<file path="src/rtl/prefix_command_to_framed_packet_defines.svh">
`ifndef PREFIX_COMMAND_TO_FRAMED_PACKET_DEFINES_SVH
`define PREFIX_COMMAND_TO_FRAMED_PACKET_DEFINES_SVH

// Concurrent checks sampled on clk and disabled while rst_n is low.
`define PCFP_ASSERT_ALWAYS(label, cond, msg) \
    label: assert property (@(posedge clk) disable iff (!rst_n) (cond)) \
        else $error(msg);

`define PCFP_ASSERT_SAME(label, ante, cons, msg) \
    label: assert property (@(posedge clk) disable iff (!rst_n) (ante) |-> (cons)) \
        else $error(msg);

`define PCFP_ASSERT_NEXT(label, ante, cons, msg) \
    label: assert property (@(posedge clk) disable iff (!rst_n) (ante) |=> (cons)) \
        else $error(msg);

`endif

</file>
<file path="src/rtl/pcfp_pkg.sv">
package pcfp_pkg;

    localparam int NUM_CMDS = 4;

    typedef logic [7:0] byte_t;
    typedef logic [2:0] match_cnt_t;
    typedef logic [1:0] cmd_idx_t;

    localparam byte_t FRAME_HEADER = 8'hCA;
    localparam byte_t END_MARK     = 8'h2A;

    localparam byte_t CMD_TEXT [NUM_CMDS][8] = '{
        '{8'h23, 8'h4C, 8'h45, 8'h44, 8'h2C, 8'h00, 8'h00, 8'h00},
        '{8'h23, 8'h43, 8'h46, 8'h47, 8'h2C, 8'h00, 8'h00, 8'h00},
        '{8'h23, 8'h54, 8'h49, 8'h4D, 8'h45, 8'h2C, 8'h00, 8'h00},
        '{8'h23, 8'h43, 8'h54, 8'h52, 8'h2C, 8'h00, 8'h00, 8'h00}
    };

    localparam match_cnt_t CMD_LEN [NUM_CMDS] = '{3'd5, 3'd5, 3'd6, 3'd5};

    localparam byte_t CMD_OPCODE [NUM_CMDS] = '{8'hB5, 8'hB6, 8'hB7, 8'hB8};

endpackage

</file>
<file path="src/rtl/prefix_command_to_framed_packet.sv">
// Channel | Signals                              | Direction
// input   | in_valid, in_ready, rx_byte          | received characters
// output  | out_valid, out_ready, tx_byte, last_byte | framed packet bytes
//
// Prefix and payload characters are taken one per cycle.
// On '*' the input stalls while the frame goes out: header, opcode and length in turn,
// then each data byte read from the payload memory, then the checksum.
// A frame holds the input until its checksum is registered, and longer on any output stall.
// The output register lets the next item enter while the checksum still waits to be taken.
// Reset clears all control state; the payload memory is not cleared.
`include "prefix_command_to_framed_packet_defines.svh"

module prefix_command_to_framed_packet #(
    parameter int MAX_MSG = 32
) (
    input  logic       clk,
    input  logic       rst_n,
    input  logic [7:0] rx_byte,
    input  logic       in_valid,
    output logic       in_ready,
    output logic [7:0] tx_byte,
    output logic       last_byte,
    output logic       out_valid,
    input  logic       out_ready
);

    localparam int AW = $clog2(MAX_MSG);
    localparam int CW = $clog2(MAX_MSG + 1);
    localparam logic [CW-1:0] MAX_CNT = CW'(MAX_MSG);

    typedef enum logic [2:0] {
        S_IDLE,
        S_COLLECT,
        S_HDR,
        S_OP,
        S_LEN,
        S_DATA,
        S_SUM
    } state_t;

    state_t                state_reg, state_next;
    pcfp_pkg::match_cnt_t  cnt_reg  [pcfp_pkg::NUM_CMDS];
    pcfp_pkg::match_cnt_t  cnt_next [pcfp_pkg::NUM_CMDS];
    pcfp_pkg::cmd_idx_t    cmd_reg, cmd_next;
    logic [CW-1:0]         rcv_reg, rcv_next;
    logic [CW-1:0]         len_reg, len_next;
    logic                  zero_reg, zero_next;
    logic [CW-1:0]         idx_reg, idx_next;
    logic [7:0]            sum_reg, sum_next;
    logic                  out_valid_reg, out_valid_next;
    logic [7:0]            tx_byte_reg, tx_byte_next;
    logic                  last_byte_reg, last_byte_next;

    logic [7:0]            mem [MAX_MSG];
    logic [7:0]            rd_data_reg;
    logic                  mem_we;
    logic [AW-1:0]         wr_addr;
    logic                  rd_en;
    logic [AW-1:0]         rd_addr;

    logic                  in_fire;
    logic                  out_free;
    logic [CW-1:0]         rcv_inc;
    logic [CW-1:0]         idx_inc;
    pcfp_pkg::match_cnt_t  cnt_inc;

    assign in_ready  = (state_reg == S_IDLE) || (state_reg == S_COLLECT);
    assign in_fire   = in_valid && in_ready;
    assign out_free  = !out_valid_reg || out_ready;
    assign out_valid = out_valid_reg;
    assign tx_byte   = tx_byte_reg;
    assign last_byte = last_byte_reg;
    assign wr_addr   = rcv_reg[AW-1:0];
    assign rcv_inc   = rcv_reg + CW'(1);
    assign idx_inc   = idx_reg + CW'(1);

    always_comb
    begin
        state_next     = state_reg;
        cnt_next       = cnt_reg;
        cmd_next       = cmd_reg;
        rcv_next       = rcv_reg;
        len_next       = len_reg;
        zero_next      = zero_reg;
        idx_next       = idx_reg;
        sum_next       = sum_reg;
        out_valid_next = out_valid_reg && !out_ready;
        tx_byte_next   = tx_byte_reg;
        last_byte_next = last_byte_reg;
        mem_we         = 1'b0;
        rd_en          = 1'b0;
        rd_addr        = '0;
        cnt_inc        = '0;

        case (state_reg)
            S_IDLE:
            begin
                if (in_fire)
                begin
                    for (int i = 0; i < pcfp_pkg::NUM_CMDS; i++)
                    begin
                        cnt_inc = cnt_reg[i] + 3'd1;
                        if ((cnt_reg[i] < pcfp_pkg::CMD_LEN[i]) &&
                            (rx_byte == pcfp_pkg::CMD_TEXT[i][cnt_reg[i]]))
                        begin
                            cnt_next[i] = cnt_inc;
                            if (cnt_inc == pcfp_pkg::CMD_LEN[i])
                            begin
                                cmd_next   = pcfp_pkg::cmd_idx_t'(i);
                                state_next = S_COLLECT;
                                rcv_next   = '0;
                                len_next   = '0;
                                zero_next  = 1'b0;
                            end
                        end
                        else
                        begin
                            cnt_next[i] = '0;
                        end
                    end
                end
            end
            S_COLLECT:
            begin
                if (in_fire)
                begin
                    if (rx_byte == pcfp_pkg::END_MARK)
                    begin
                        state_next = S_HDR;
                        cnt_next   = '{default: '0};
                        rcv_next   = '0;
                    end
                    else
                    begin
                        mem_we   = 1'b1;
                        rcv_next = rcv_inc;
                        if (rx_byte == 8'h00)
                        begin
                            zero_next = 1'b1;
                        end
                        if (!zero_reg && (rx_byte != 8'h00))
                        begin
                            len_next = len_reg + CW'(1);
                        end
                        // drop the command on overflow
                        if (rcv_inc == MAX_CNT)
                        begin
                            state_next = S_IDLE;
                            cnt_next   = '{default: '0};
                        end
                    end
                end
            end
            S_HDR:
            begin
                if (out_free)
                begin
                    out_valid_next = 1'b1;
                    tx_byte_next   = pcfp_pkg::FRAME_HEADER;
                    last_byte_next = 1'b0;
                    state_next     = S_OP;
                end
            end
            S_OP:
            begin
                if (out_free)
                begin
                    out_valid_next = 1'b1;
                    tx_byte_next   = pcfp_pkg::CMD_OPCODE[cmd_reg];
                    last_byte_next = 1'b0;
                    state_next     = S_LEN;
                end
            end
            S_LEN:
            begin
                if (out_free)
                begin
                    out_valid_next = 1'b1;
                    tx_byte_next   = 8'(len_reg);
                    last_byte_next = 1'b0;
                    rd_en          = 1'b1;
                    rd_addr        = '0;
                    idx_next       = '0;
                    sum_next       = '0;
                    state_next     = (len_reg == '0) ? S_SUM : S_DATA;
                end
            end
            S_DATA:
            begin
                if (out_free)
                begin
                    out_valid_next = 1'b1;
                    tx_byte_next   = rd_data_reg;
                    last_byte_next = 1'b0;
                    sum_next       = sum_reg + rd_data_reg;
                    idx_next       = idx_inc;
                    rd_en          = 1'b1;
                    rd_addr        = idx_inc[AW-1:0];
                    if (idx_inc == len_reg)
                    begin
                        state_next = S_SUM;
                    end
                end
            end
            S_SUM:
            begin
                if (out_free)
                begin
                    out_valid_next = 1'b1;
                    tx_byte_next   = sum_reg;
                    last_byte_next = 1'b1;
                    state_next     = S_IDLE;
                end
            end
            default:
            begin
                state_next = S_IDLE;
            end
        endcase
    end

    always_ff @(posedge clk or negedge rst_n)
    begin
        if (!rst_n)
        begin
            state_reg     <= S_IDLE;
            cnt_reg       <= '{default: '0};
            cmd_reg       <= '0;
            rcv_reg       <= '0;
            len_reg       <= '0;
            zero_reg      <= 1'b0;
            idx_reg       <= '0;
            sum_reg       <= '0;
            out_valid_reg <= 1'b0;
            tx_byte_reg   <= '0;
            last_byte_reg <= 1'b0;
        end
        else
        begin
            state_reg     <= state_next;
            cnt_reg       <= cnt_next;
            cmd_reg       <= cmd_next;
            rcv_reg       <= rcv_next;
            len_reg       <= len_next;
            zero_reg      <= zero_next;
            idx_reg       <= idx_next;
            sum_reg       <= sum_next;
            out_valid_reg <= out_valid_next;
            tx_byte_reg   <= tx_byte_next;
            last_byte_reg <= last_byte_next;
        end
    end

    always_ff @(posedge clk)
    begin
        if (mem_we)
        begin
            mem[wr_addr] <= rx_byte;
        end
        if (rd_en)
        begin
            rd_data_reg <= mem[rd_addr];
        end
    end

    `PCFP_ASSERT_ALWAYS(a_port_excl, !(mem_we && rd_en), "payload write and read collide")
    `PCFP_ASSERT_SAME(a_rcv_range, state_reg == S_COLLECT, rcv_reg < MAX_CNT, "count past limit")
    `PCFP_ASSERT_SAME(a_idx_range, state_reg == S_DATA, idx_reg < len_reg, "read index past length")
    `PCFP_ASSERT_NEXT(a_sum_last, (state_reg == S_SUM) && out_free, out_valid && last_byte, "sum not last")

endmodule
</file>
<file path="config.mk">
export PLATFORM = sky130hd
export DESIGN_NAME = prefix_command_to_framed_packet
export DESIGN_NICKNAME = d
export VERILOG_FILES = /design/src/rtl/pcfp_pkg.sv /design/src/rtl/prefix_command_to_framed_packet.sv
export VERILOG_INCLUDE_DIRS = /design/src /design/src/rtl
export SDC_FILE = /design/constraint.sdc
export NUM_CORES = 1
export LEC_CHECK = 0
export ABC_AREA = 1
export ABC_CLOCK_PERIOD_IN_PS = 3900
export BUFFER_PORTS_ARGS = -buffer_cell sky130_fd_sc_hd__clkbuf_2
export CAP_MARGIN = 5
export CORE_MARGIN = 3
export CORE_UTILIZATION = 64
export CTS_BUF_LIST = sky130_fd_sc_hd__clkbuf_16
export DETAILED_ROUTE_END_ITERATION = 7
export GPL_ROUTABILITY_DRIVEN = 0
export HOLD_SLACK_MARGIN = 0.12
export PLACE_DENSITY = 0.87
export SLEW_MARGIN = 0
export SYNTH_ARGS = -nofsm -noshare
export SYNTH_HDL_FRONTEND = slang
export SYNTH_SLANG_ARGS = --single-unit
</file>
<file path="constraint.sdc">
create_clock -name clk -period 3.9 [get_ports clk]
set_clock_uncertainty 0.2 [all_clocks]
set_input_delay 0.39 -clock clk [delete_from_list [all_inputs] [get_ports clk]]
set_output_delay 0.39 -clock clk [all_outputs]
set_load 0.02 [all_outputs]
</file>
==> metrics, run 1 <==
outcome=finished clean; most frequent cells in the layout=nand2_1 (264), edfxtp_1 (264), nor2_1 (154); final cell utilization of the core=72.5%; Worst Path Arrival=3400 ps; CTS resizes=0; DRC viols=0; Initial Util=66.1%; remaining global-route overflow=0; Synth Register Bits=318; Antenna Cells=0; CTS max path bufs=3; max-slew violations=0; Post-Syn Area=0.0152 mm^2; vias in the first global route=11,249; layout cells sized above 1=under 10%; Worst setup EP type=register; RSZ-0062 raised after global routing=no; share of power burned in registers=45.7%; I/O pins=23; via density per instance=6.21; critical path class=register to register; die height=160 um; RR Endpoint=rd_data_reg[5]; clock share of power=between 30% and 40%; Synth Net Count=1,559; Final Hold Violating Endpoints=0; CORE AREA=0.0230 mm^2; Relative slew margins=between 30% and 40%; Initial DRT Pass Iterations=6; final setup TNS=0 ps; maximum clock frequency=304 MHz; reg-to-reg slack, setup=about 610 ps; post-DR wirelength/cell=20.3 um; FF-to-FF Start=state_reg[2]; fin area=0.0167 mm^2; EDFF count, synth=264; first-pass GRT wire length=around 60,000 um; Post-Place Cell Area=0.0156 mm^2; Async SR Flop Fraction=17.0%; hold_buf cts=3; Routed WL=approximately 38,000 um; origin of the worst setup path=state_reg[2]; Int Power=0.00619 W; max reg flops=256; Sw Ratio=31.3%; Vias=about 12,000; Top FF cell, synth=edfxtp_1; Die Wd=roughly 160 um; slack of the critical path=613 ps; final setup violation count=0; clk root buf=clkbuf_16; register area share after synthesis=between 60% and 70%; Hold Crit Class=primary input to register; initial DRC count=1,713; post-CTS setup buffer count=0; syn_area_per_cell=10.1 um^2; setup slack at placement=737 ps; Cells after Synth=1,506; crit share post-route=84.3%; Final HPWL DP=23,400 um; Worst-Margin Slew=906 ps; Std-Cell Rows=55; worst-path cell chain=nand3_2, buf_4, nor2_1, clkinv_2, buf_4, o211ai_1, nand3_1, nand3_1, nand2_1, o21a_1; Crit Path Max Fanout=34; R2R depth=10; clock latency at the later pin of the worst-skew pair=590 ps; total CTS buffers=31; crit-path max cell delay=590 ps; post-route ant nets=0; Sw Pwr=between 0.002 and 0.003 W; critical path endpoint=rd_data_reg[5]; Worst-path clk slew=~70 ps; die area=0.0256 mm^2; initial antenna violation count=0; Total GRT Usage=29.5%; Layout Nets=between 1,500 and 2,000; I/O Buffers=22; number of synthesis warnings=0; CP max-delay cell=dfrtp_1; Yosys cell types=50; VDD IR-drop max=around 0.54 mV; Pleak=roughly 6.5 nW; maximum number of pins on one net before global-route repair=around 130; required time worst endpoint=4010 ps; CTS Sinks=318; CTS tree=built; Logic pwr share=between 20% and 30%; area growth from synthesis to layout=9.71%; max-cap check violation count=0; PwrDens=540 mW/mm^2; Worst setup SP type=register; fin crit period=3290 ps; hold path depth=2; H-tree depth=1
==> stage by stage <==
stage / instances / power (W) / hold WS, ps
3_5_place_dp: 1798 / 0.00597 / 271
4_1_cts: 1859 / 0.00900 / 200
6_report: 1859 / 0.00901 / 217
3_3_place_gp: 1798 / 0.00588 / 261
5_1_grt: 1859 / 0.00938 / 226
2_1_floorplan: 1506 / 0.00542 / -106
==> critical path, delay by kind of cell (launching register included) <==
| family | cells | cell delay (ps) |
|---|---|---|
| AO/OA/AOI/OAI | 2 | 390 |
| buffers and inverters | 3 | 1070 |
| flip-flops | 1 | 590 |
| AND/OR/NAND/NOR | 5 | 780 |
==> cells in the mapped netlist, types with 2 or more instances <==
| cell type | number | share of area [%] |
|---|---|---|
| xnor2_1 | 5 | 0.29 |
| nor3_1 | 72 | 2.4 |
| o21ai_1 | 5 | 0.16 |
| o31ai_1 | 4 | 0.20 |
| nor2_1 | 155 | 3.8 |
| clkbuf_1 | 30 | 0.74 |
| and2_1 | 3 | 0.12 |
| clkinv_1 | 2 | 0.049 |
| inv_1 | 153 | 3.8 |
| o21ai_0 | 102 | 3.4 |
| nand3_1 | 148 | 4.9 |
| o2111ai_1 | 3 | 0.17 |
| buf_2 | 30 | 0.99 |
| o211ai_1 | 65 | 3.2 |
| nand4_1 | 15 | 0.62 |
| nor2_4 | 2 | 0.15 |
| a21oi_1 | 24 | 0.79 |
| or2_2 | 2 | 0.082 |
| inv_2 | 6 | 0.15 |
| nand2_1 | 265 | 6.5 |
| o21a_1 | 9 | 0.44 |
| o22ai_1 | 3 | 0.12 |
| nor2_2 | 2 | 0.082 |
| nor3b_1 | 3 | 0.15 |
| buf_1 | 3 | 0.074 |
| a221oi_1 | 3 | 0.17 |
| xor2_1 | 14 | 0.81 |
| ha_1 | 40 | 3.3 |
| dfrtp_1 | 54 | 8.9 |
| edfxtp_1 | 264 | 52 |
==> how the worst min path moves through the flow <==
| stage | start | end | slack [ps] |
|---|---|---|---|
| 2_1_floorplan | rst_n | cmd_reg[0] | -110 |
| 3_5_place_dp | tx_byte[2] | tx_byte[2] | 270 |
| 3_3_place_gp | tx_byte[2] | tx_byte[2] | 260 |
| 6_report | rx_byte[0] | mem[0][0] | 220 |
| 4_1_cts | rx_byte[0] | mem[17][0] | 200 |
| 5_1_grt | rx_byte[0] | mem[0][0] | 230 |
==> power by group through the flow <==
stage	Clock (W)	Sequential, W	Combinational (W)
after floorplan	0	0.00416	0.00127
after global placement	0	0.00416	0.00171
after detailed placement	0	0.00418	0.00179
after CTS	0.00306	0.00411	0.00183
after global routing	0.00320	0.00414	0.00204
final	0.00304	0.00411	0.00185
==> cells by family (layout without fill, tap and decap cells) <==
kind of cell | count (synthesis) | in the layout | share of synthesized area (%)
flops | 318 | 318 | 61.1
compound gates | 224 | 224 | 8.97
xor+xnor | 20 | 20 | 1.25
simple gates | 676 | 676 | 19.3
fa+ha+maj | 41 | 41 | 3.43
buf+inv | 227 | 267 | 5.95
==> final cells by class <==
cell class                 instances  area [um^2]
clock inverter                    27          259
inverter                         162          612
clock buffer                      31          776
timing repair buffer              47          330
fill                            1515         6320
tap                              313          392
sequential                       318         9280
multi-input combinational        961         5020
==> layer usage <==
layer	routed length [um]	GRT usage, %
met5	0	0
met4	1990	13.9
met3	3570	3.76
met2	18000	48.5
met1	14100	39.6
No activity file was read; power rests on OpenSTA's default activity.
==> run 2, diff against run 1 <==
- ABC_CLOCK_PERIOD_IN_PS: 3900 -> 3300
- CORE_UTILIZATION: 64 -> 63
- PLACE_DENSITY: 0.87 -> 0.86
- clock period: 3.9 -> 3.3 ns (I/O delays scaled with it)
==> metrics, run 2 (synthesis gave the netlist of run 1 again) <==
CTS Sinks=318 (unchanged); fin area=0.0170 mm^2 (+2.0%); Worst Path Arrival=3060 ps (-340 ps); Worst setup SP type=primary input; H-tree depth=2 (+1); initial DRC count=1,621 (-5.4%); I/O pins=23 (unchanged); required time worst endpoint=3380 ps (-630 ps); Std-Cell Rows=56 (+1.8%); origin of the worst setup path=out_ready; Initial DRT Pass Iterations=6 (unchanged); clk root buf=clkbuf_16; I/O Buffers=22 (unchanged); Die Wd=161 um (+0.76%); Pwr Total=0.0108 W (+20%); maximum clock frequency=around 340 MHz; CTS max path bufs=3 (unchanged); Layout Nets=1,611 (+2.4%); Total GRT Usage=30.5% (+0.94 points); initial antenna violation count=1 (+1); most frequent cells in the layout=nand2_1 (264), edfxtp_1 (264), inv_1 (158); Worst-path clk slew=60 ps (about the same); layout cells sized above 1=9.42% (+2.0 points); met3 WL=4270 um (+20%); worst-path cell chain=dlygate4sd3_1, clkbuf_2, inv_1, nand2_1, nand2_2, nor2_4, buf_12, nand2_1, o211ai_1, nand3_1, nand3_1, nand3_1, o21a_1; remaining global-route overflow=0 (unchanged); CTS resizes=0 (unchanged); fin crit period=~3000 ps; VDD IR-drop max=0.556 mV (+2.1%); Post-Place Cell Area=0.0159 mm^2 (+1.8%); family with the most delay on the worst path=simple AND/OR/NAND/NOR gates; hold path startpoint=rx_byte[3]; via density per instance=6.19 (-0.41%); outcome=finished clean; clock latency at the later pin of the worst-skew pair=520 ps (-70 ps); Worst-Margin Slew=853 ps (-53.3 ps); buffers plus inverters on the worst setup path=4 (+1); Final Hold Violating Endpoints=0 (unchanged); max-cap check violation count=0 (unchanged); routed length on met1=14,600 um (+3.4%); max reg flops=256 (unchanged); Final HPWL DP=24,300 um (+3.5%); RSZ-0062 raised after global routing=no; CTS tree=built; DR top layer=met4; die height=161 um (+0.76%); post-route ant nets=0 (unchanged); Vias=11,765 (+1.9%); final setup TNS=0 ps (unchanged); total CTS buffers=34 (+9.7%); max-slew violations=0 (unchanged); Fillers=1,591 (+5.0%); critical path class=primary input to register; final setup violation count=0 (unchanged); area growth from synthesis to layout=11.9%; maximum number of pins on one net before global-route repair=121 (-6.2%); PwrDens=634 mW/mm^2 (+17%); crit-path max cell delay=530 ps (-60 ps); hold_ws=158 ps (-58.3 ps); crit share post-route=90.3%; FF-to-FF Start=state_reg[2]; CORE AREA=0.0236 mm^2 (+2.7%); DRC viols=0 (unchanged); die area=0.0260 mm^2 (+1.5%); Relative slew margins=42.7% (+3.1 points); Pleak=6.67 nW (+3.2%); first-pass GRT wire length=61,800 um (+2.9%); Crit Path Max Fanout=120 (+250%); Routed WL=39,200 um (+3.9%); Initial Util=64.3% (-1.8 points); CP max-delay cell=dlygate4sd3_1; Hold Crit Class=primary input to register; met2 wire length=18,500 um (+2.7%); Worst path most repeated cell=nand3_1; vias in the first global route=11,331 (+0.73%); post-DR wirelength/cell=20.6 um (+1.6%); Worst setup EP type=register
-- run 2: changes by cell type in the layout (fill, tap and decap cells not counted), moves of 2 or more --
cell | before | now
clkinv_1 | 9 | 5
clkinv_8 | 0 | 2
buf_4 | 20 | 51
clkbuf_16 | 31 | 35
clkinvlp_4 | 2 | 7
inv_1 | 153 | 158
bufinv_16 | 4 | 2
clkinv_4 | 2 | 0
buf_12 | 2 | 4
clkinv_2 | 10 | 6
-- run 2: report_power, final --
part           internal (W)  leakage [nW]  switching, W
Sequential          0.00461          3.08      0.000277
Combinational      0.000679          3.06       0.00153
Clock               0.00210         0.531       0.00159
-- run 2: worst reg2reg max path, cell delays in order (launching register included) --
cell	delay, ps
dfrtp_1	510
nor3_4	280
inv_4	100
nor2_1	280
inv_1	120
nor2_4	210
nand2_1	420
nor2_1	270
buf_4	210
-- run 2: worst paths after layout --
| kind | to | slack [ps] | cells after the start |
|---|---|---|---|
| setup / recovery | rd_data_reg[3] | 320 | 13 |
| hold / removal | mem[8][3] | 160 | 1 |
| setup reg to reg | mem[14][2] | 400 | 8 |
| hold reg to reg | tx_byte[5] | 280 | 2 |
| max in group asynchronous | rcv_reg[3] | 2130 | 3 |
| min in group asynchronous | tx_byte[5] | 300 | 3 |
-- run 2: timing repair --
| action | in CTS | in global routing |
|---|---|---|
| hold buffers | 4 | 0 |
| hold endpoints to repair | 64 | 0 |
| setup buffers | 0 | 0 |
-- run 2: stage by stage --
stage | std cells | util, % | worst slack (ps)
finish | 1902 | 72.0 | 321
global route | 1902 | 72.0 | 195
CTS | 1901 | 72.0 | 378
detailed placement | 1837 | 67.3 | 476
global placement | 1837 | 67.3 | 550
floorplan | 1506 | - | 683
-- run 2: area by class of cell --
class / instances / area (um^2) / share of cell area (%)
Sequential cell: 318 / 9280 / 54.6
Tap cell: 319 / 399 / 2.35
Timing Repair Buffer: 81 / 613 / 3.61
Clock buffer: 35 / 876 / 5.15
Clock inverter: 25 / 204 / 1.20
Antenna cell: 1 / 2.50 / 0.0147
Inverter: 162 / 612 / 3.60
Multi-Input combinational cell: 961 / 5020 / 29.5
-- run 2: metal layers --
layer | vias up | GRT usage [%]
li1 | 5321 | -
met1 | 5499 | 41.6
met2 | 794 | 48.7
met3 | 151 | 5.69
met4 | 0 | 13.1
met5 | - | 0
